**src/hdl/rsp_pkg.sv**
```systemverilog
// ----------------------------------------------------------------------------
// Ring sector point test package
// Shared constants, register indexes, control struct and the arctangent table.
// ----------------------------------------------------------------------------
`default_nettype none

package rsp_pkg;

	localparam int COORD_BITS_DEF   = 24;
	localparam int CORDIC_STEPS_DEF = 16;
	localparam int ATAN_TABLE_LEN   = 24;

	// Angle accumulator width: quarter turn plus the whole table stays below 2^16.
	localparam int ZW      = 17;
	localparam int ANGLE_W = 16;
	localparam int PIXEL_W = 32;
	localparam int REG_IDX_W = 3;

	localparam logic [REG_IDX_W-1:0] REG_CENTER_X     = 3'd0;
	localparam logic [REG_IDX_W-1:0] REG_CENTER_Y     = 3'd1;
	localparam logic [REG_IDX_W-1:0] REG_INNER_RADIUS = 3'd2;
	localparam logic [REG_IDX_W-1:0] REG_OUTER_RADIUS = 3'd3;
	localparam logic [REG_IDX_W-1:0] REG_ARC_BEGIN    = 3'd4;
	localparam logic [REG_IDX_W-1:0] REG_ARC_FINISH   = 3'd5;
	localparam logic [REG_IDX_W-1:0] REG_FILL_COLOR   = 3'd6;

	localparam int                        OUTER_RADIUS_RST = 65536;
	localparam logic signed [ANGLE_W-1:0] ARC_BEGIN_RST    = 16'sh8000;
	localparam logic signed [ANGLE_W-1:0] ARC_FINISH_RST   = 16'sh7FFF;
	localparam logic [PIXEL_W-1:0]        FILL_COLOR_RST   = 32'hFFFF_FFFF;

	localparam logic signed [ZW-1:0] ANGLE_MAX = 17'sd32767;
	localparam logic signed [ZW-1:0] ANGLE_MIN = -17'sd32768;
	localparam logic signed [ZW-1:0] QUARTER   = 17'sd16384;

	typedef struct packed {
		logic valid;
		logic zero;
	} rsp_ctl_t;

	// round(atan(2^-i) * 32768 / pi)
	function automatic logic signed [ZW-1:0] atan_unit(input int step);
		logic signed [ZW-1:0] r;
		unique case (step)
			0:       r = 17'sd8192;
			1:       r = 17'sd4836;
			2:       r = 17'sd2555;
			3:       r = 17'sd1297;
			4:       r = 17'sd651;
			5:       r = 17'sd326;
			6:       r = 17'sd163;
			7:       r = 17'sd81;
			8:       r = 17'sd41;
			9:       r = 17'sd20;
			10:      r = 17'sd10;
			11:      r = 17'sd5;
			12:      r = 17'sd3;
			13:      r = 17'sd1;
			14:      r = 17'sd1;
			default: r = 17'sd0;
		endcase
		return r;
	endfunction

endpackage

`default_nettype wire

```
**src/hdl/rsp_cordic_cell.sv**
```systemverilog
// ----------------------------------------------------------------------------
// Ring sector CORDIC cell
// One vectoring micro-rotation with a register on its outputs; carries the
// pixel and control flags along to the next cell.
// ----------------------------------------------------------------------------
`default_nettype none

module rsp_cordic_cell
	import rsp_pkg::*;
#(
	parameter int XW     = 27,
	parameter int STEP   = 0,
	parameter int SIDE_W = 32
) (
	input  wire                    clk,
	input  wire                    arst_n,
	input  wire                    en,
	input  rsp_ctl_t               ctl_in,
	input  wire signed [XW-1:0]    x_in,
	input  wire signed [XW-1:0]    y_in,
	input  wire signed [ZW-1:0]    z_in,
	input  wire [SIDE_W-1:0]       side_in,
	output rsp_ctl_t               ctl_out,
	output logic signed [XW-1:0]   x_out,
	output logic signed [XW-1:0]   y_out,
	output logic signed [ZW-1:0]   z_out,
	output logic [SIDE_W-1:0]      side_out
);

	localparam logic signed [ZW-1:0] ATAN = atan_unit(STEP);

	logic signed [XW-1:0] xs;
	logic signed [XW-1:0] ys;
	logic signed [XW-1:0] x_nxt;
	logic signed [XW-1:0] y_nxt;
	logic signed [ZW-1:0] z_nxt;

	assign xs = x_in >>> STEP;
	assign ys = y_in >>> STEP;

	// Rotate toward the positive x axis; both updates use the old x and y.
	always_comb begin
		if (!y_in[XW-1]) begin
			x_nxt = x_in + ys;
			y_nxt = y_in - xs;
			z_nxt = z_in + ATAN;
		end else begin
			x_nxt = x_in - ys;
			y_nxt = y_in + xs;
			z_nxt = z_in - ATAN;
		end
	end

	always_ff @(posedge clk or negedge arst_n) begin
		if (!arst_n) begin
			ctl_out <= '0;
		end else if (en) begin
			ctl_out <= ctl_in;
		end
	end

	always_ff @(posedge clk) begin
		if (en) begin
			x_out    <= x_nxt;
			y_out    <= y_nxt;
			z_out    <= z_nxt;
			side_out <= side_in;
		end
	end

endmodule

`default_nettype wire

```
**config.mk**
```make
export PLATFORM = sky130hd
export DESIGN_NAME = rsp_cordic_cell
export DESIGN_NICKNAME = d
export VERILOG_FILES = /design/src/hdl/rsp_pkg.sv /design/src/hdl/rsp_cordic_cell.sv
export SDC_FILE = /design/constraint.sdc
export NUM_CORES = 1
export LEC_CHECK = 0
export CAP_MARGIN = 15
export CORE_ASPECT_RATIO = 1.2
export CORE_MARGIN = 1.5
export CORE_UTILIZATION = 66
export CTS_CLUSTER_SIZE = 40
export DETAILED_ROUTE_END_ITERATION = 7
export DONT_BUFFER_PORTS = 1
export PLACE_DENSITY = 0.93
export SETUP_SLACK_MARGIN = 0.15
export SLEW_MARGIN = 20
export SYNTH_ARGS = -nofsm -noshare
export SYNTH_HDL_FRONTEND = slang
export SYNTH_SLANG_ARGS = --single-unit
```
**constraint.sdc**
```tcl
create_clock -name clk -period 1.15 [get_ports clk]
set_input_delay 0.115 -clock clk [delete_from_list [all_inputs] [get_ports clk]]
set_output_delay 0.115 -clock clk [all_outputs]
set_load 0.02 [all_outputs]
```
==> results of run 1 <==
[through the flow]
step,hold WS (ns),TNS [ns],instances,util (%),worst slack (ns)
floorplan,-0.181,-36.85,810,-,-1.42
global placement,-0.181,-48.64,1132,84.5,-1.54
detailed placement,-0.181,-52.28,1132,84.5,-1.61
[synthesized netlist by cell type, drive strengths merged, types with 14 or more instances]
cell type	instances
inv	81
o21ai	63
nor2	54
ha	80
nand2	30
clkbuf	22
nor3	15
a21o	24
a21oi	91
o21bai	14
edfxtp	102
xnor2	42
buf	14
[logic make-up after synthesis]
logic type      count (synthesis)  share of synthesized area [%]
compound gates                270                           21.9
simple gates                  170                           11.0
buf+inv                       118                           5.82
flops                         104                           39.9
fa+ha+maj                      84                           13.8
xor+xnor                       52                           5.93
mux                            12                           1.60
==> results by group, run 1 <==
Run status
  • Status: stopped before the end
  • Stopped at: 4_1_cts
  • Err: [ERROR DPL-0033] detailed placement checks failed during check placement.

Synthesis
  • Async SR Flop Fraction: 1.92%
  • Top FF cell, synth: edfxtp_1
  • Synth Cell Area: 7810 sq um
  • Synth unique cells: 67
  • Synth area leader: edfxtp_1
  • Mapped Cells: 810
  • Number of flops mapped to enable cells by yosys: 102
  • Syn_nets: between 1,000 and 1,500
  • Seq cells post-synth: around 100
  • Mapped Avg Cell Area: 9.64 sq um
  • Yosys warns: 0
  • Share of the synthesized area in the top cell type: around 40%
  • Top post-synthesis cells by area: edfxtp_1 39%, ha_1 13%, a21oi_1 5.8%
  • Sequential area share after synthesis: 39.9%

Floorplanning
  • Num rows: 43
  • Height of the die: 122 microns
  • Starting Density: a little under 70%
  • Die width: 102 microns
  • I/O pin count: 213

Placement
  • DP Area: a little under 10,000 sq um
  • DP HPWL: 19,500 microns
  • Count of input and output buffers: 0
  • Routability Congestion: 1.13

Clocking
  • Clk root buf: clkbuf_16
  • Postcts setup bufs: 30
  • CTS H-tree depth: 3
  • Total CTS buffers: 9
  • PostCTS Resize Cnt: 158
  • Hold buffer count at CTS: 52
  • Clk buf depth: 2
  • CTS Sinks: approximately 100
==> inputs of run 2 (changes only) <==
--- a/config.mk
+++ b/config.mk
@@ -6,14 +6,11 @@
 export NUM_CORES = 1
 export LEC_CHECK = 0
 export CAP_MARGIN = 15
-export CORE_ASPECT_RATIO = 1.2
 export CORE_MARGIN = 1.5
-export CORE_UTILIZATION = 66
-export CTS_CLUSTER_SIZE = 40
+export CORE_UTILIZATION = 40
 export DETAILED_ROUTE_END_ITERATION = 7
 export DONT_BUFFER_PORTS = 1
-export PLACE_DENSITY = 0.93
-export SETUP_SLACK_MARGIN = 0.15
+export PLACE_DENSITY_LB_ADDON = 0.15
 export SLEW_MARGIN = 20
 export SYNTH_ARGS = -nofsm -noshare
 export SYNTH_HDL_FRONTEND = slang
==> results by group, run 2 <==
Clocking
  • Total CTS buffers: 9 (unchanged)
  • CTS Sinks: 104 (unchanged)
  • Hold buffer count at CTS: 52 (unchanged)
  • CTS H-tree depth: 3 (unchanged)
  • Clk root buf: clkbuf_16
  • Clk buf depth: 2 (unchanged)
  • Clock-pin slew on the worst setup and hold paths: 0.09 ns
  • CTS tree: yes
  • Clk Latency, worst-skew pair: 0.35 ns

Synthesis
  • Top FF cell, synth: edfxtp_1
  • Yosys warns: 0 (unchanged)
  • Async SR Flop Fraction: 1.92% (unchanged)
  • Number of flops mapped to enable cells by yosys: 102 (unchanged)
  • Most frequent cell after synthesis: edfxtp_1
  • Mapped Avg Cell Area: 9.64 sq um (unchanged)
  • Most frequent cells after synthesis: 102 x edfxtp_1, 90 x a21oi_1, 81 x inv_1
  • Mapped Cells: 810 (unchanged)
  • Seq cells post-synth: 104 (unchanged)
  • Sequential area share after synthesis: 39.9% (unchanged)
  • Synth Cell Area: 7810 sq um (unchanged)
  • Share of the synthesized area in the top cell type: 39.2% (unchanged)
  • Top post-synthesis cells by area: edfxtp_1 39%, ha_1 13%, a21oi_1 5.8%
  • Synth unique cells: 67 (unchanged)
  • Syn_nets: 1,002 (unchanged)
  • Synth area leader: edfxtp_1

Route
  • Detail Route Antenna Nets: 0
  • Post-route DRC: 0
  • Routed vias: 7,426
  • Vias per cell: 5.50
  • DR WL/cell: 20.7 microns
  • Initial drt markers: between 500 and 600
  • DRT Pass-1 Iters: 5
  • Routed WL: 28,000 microns

Timing
  • Setup TNS: -33.73 ns
  • Slew headroom: 66.3%
  • Max Freq: approximately 430 MHz
  • Final min period: 2.31 ns
  • Worst hold-check slack: -0.121 ns
  • Unrepaired setup endpoints after global routing: true
  • Worst Slack Setup Final: -1.16 ns
  • Actual slew at the worst max-slew pin: between 0.5 and 0.6 ns
  • Final Hold Vio Count: 104
  • Final setup viols: 44
  • Final slew viol count: 0
  • Tcrit/Tclk final: 201%
  • Clock skew: 0 ns

Cells and area
  • Synth-to-Final Area Change: 52.7%
  • Antenna Cells: 0
  • Share of cells above drive strength 1: slightly below 40%
  • FILL cells: 1,535
  • Design area: 11,900 sq um
  • Commonest non-fill, non-tap cells in the layout: 214 x buf_4, 102 x edfxtp_1, 66 x inv_1, 64 x a21oi_1, 60 x ha_1
  • Biggest register: side_out
  • NumNets Final: 1,278
  • Number of flip-flops under the largest register name: 32
  • Most common library cell in the layout ignoring fill and taps: buf_4
  • Biggest regs: side_out x32, y_out x27, x_out x26

Hold path
  • WHS Path Cells: 0
  • Worst hold path class: in -> reg

Run status
  • Failing checks: hold timing, setup timing
  • Status: finished, violations left

Worst setup path
  • CP arrival: 2.43 ns
  • Critical setup path kind: in -> reg
  • Setup crit end: x_out[20]
  • Crit path capture type: register
  • R2R setup slack: 0.26 ns
  • Reg2Reg Depth: 1
  • Crit Reg-Reg Startpoint: ctl_out[1]
  • Crit path required time: 1.27 ns
  • Critical Path Start: x_in[0]
  • Critical path launch point type: input port
  • CP max FO: 3
  • R2R Path End: ctl_out[1]

Placement
  • DP Area: 10,000 sq um (+2.4%)
  • Routability Congestion: 0.924 (-19%)
  • Count of input and output buffers: 0 (unchanged)
  • DP HPWL: 20,900 microns (+7.2%)
  • Setup WS pre-CTS: -1.59 ns (+0.0151 ns)

Power
  • Leakage: 5.00 nW
  • Final Power: 13.5 mW
  • Max VDD drop: a little over 0.0006 V
  • Pwr per Cell Area: 1140 nW/um^2

Floorplanning
  • Die width: 143 microns (+40%)
  • Height of the die: 143 microns (+17%)
  • Num rows: 50 (+16%)
  • Area of the core: 18,900 sq um
  • Die area: between 20,000 and 25,000 sq um
  • I/O pin count: 213 (unchanged)
  • Starting Density: 41.3% (-26 points)

Global routing
  • First-pass GRT wire length: 41,700 microns
  • Largest net degree at the start of global routing: 105
  • Gr ovfl total: 0
  • Vias in the first global route: between 7,000 and 8,000
  • Global-route usage over all layers: 27.1%
  • Antenna violations before repair: 0

Flow run
  • Max cap viols: 0
## run 2: cell counts after synthesis
No cell type changed its count.
## run 2: worst min-delay path by stage
stage	from	to	slack, ns
floorplan	arst_n	ctl_out[0]	-0.18
global placement	arst_n	ctl_out[1]	-0.18
detailed placement	arst_n	ctl_out[1]	-0.18
CTS	en	x_out[26]	-0.14
global route	en	x_out[24]	-0.14
finish	en	side_out[3]	-0.12
## run 2: repair_timing
item	CTS	global route
gates resized for setup	128	48
pin swaps	68	47
endpoints found under the setup margin	44	45
buffers inserted	31	6
cloned	0	0
hold endpoints to repair	155	104
## run 2: final cells by class
type                            instances  area (sq um)  share of cell area [%]
Tap cell                              260           325                    2.73
Clock buffer                           10           239                    2.00
Multi-Input combinational cell        588          5270                    44.2
Sequential cell                       104          3110                    26.1
Clock inverter                          6          62.6                   0.525
Inverter                               82           380                    3.19
Timing Repair Buffer                  301          2530                    21.2
## run 2: stage by stage
stage	utilization (%)	cells
2_1_floorplan	-	810
4_1_cts	61.9	1347
3_5_place_dp	53.0	1251
6_report	63.1	1351
3_3_place_gp	53.0	1251
5_1_grt	63.1	1351
## run 2: cell families (layout without fill, tap and decap cells)
logic type / count (synthesis) / count (layout) / synth area share (%)
AO/OA/AOI/OAI: 270 / 270 / 21.9
XOR/XNOR: 52 / 52 / 5.93
adder cells (fa/ha/maj): 84 / 84 / 13.8
buffers and inverters: 118 / 399 / 5.82
flip-flops: 104 / 104 / 39.9
multiplexers: 12 / 12 / 1.60
AND/OR/NAND/NOR: 170 / 170 / 11.0
## run 2: critical path, stage by stage
cell	delay (ns)
ha_4	0.14
fa_2	0.37
nand2b_4	0.08
a2111o_1	0.22
a311oi_4	0.13
o21a_2	0.26
or3_4	0.38
a211o_1	0.31
mux2_4	0.29
xnor2_2	0.13
## run 2: metal layers
layer	global-route usage, %	vias up	routed length (microns)
met4	7.16	0	416
met5	0	-	0
li1	-	3492	-
met2	45.9	292	13200
met1	35.6	3614	12400
met3	4.80	28	1950
## run 2: power breakdown
group / internal [mW] / total [mW] / switching, mW
logic: 2.39 / 4.71 / 2.33
clock network: 1.59 / 3.16 / 1.58
registers: 4.83 / 5.67 / 0.843
(Power assumes the default switching activity.)
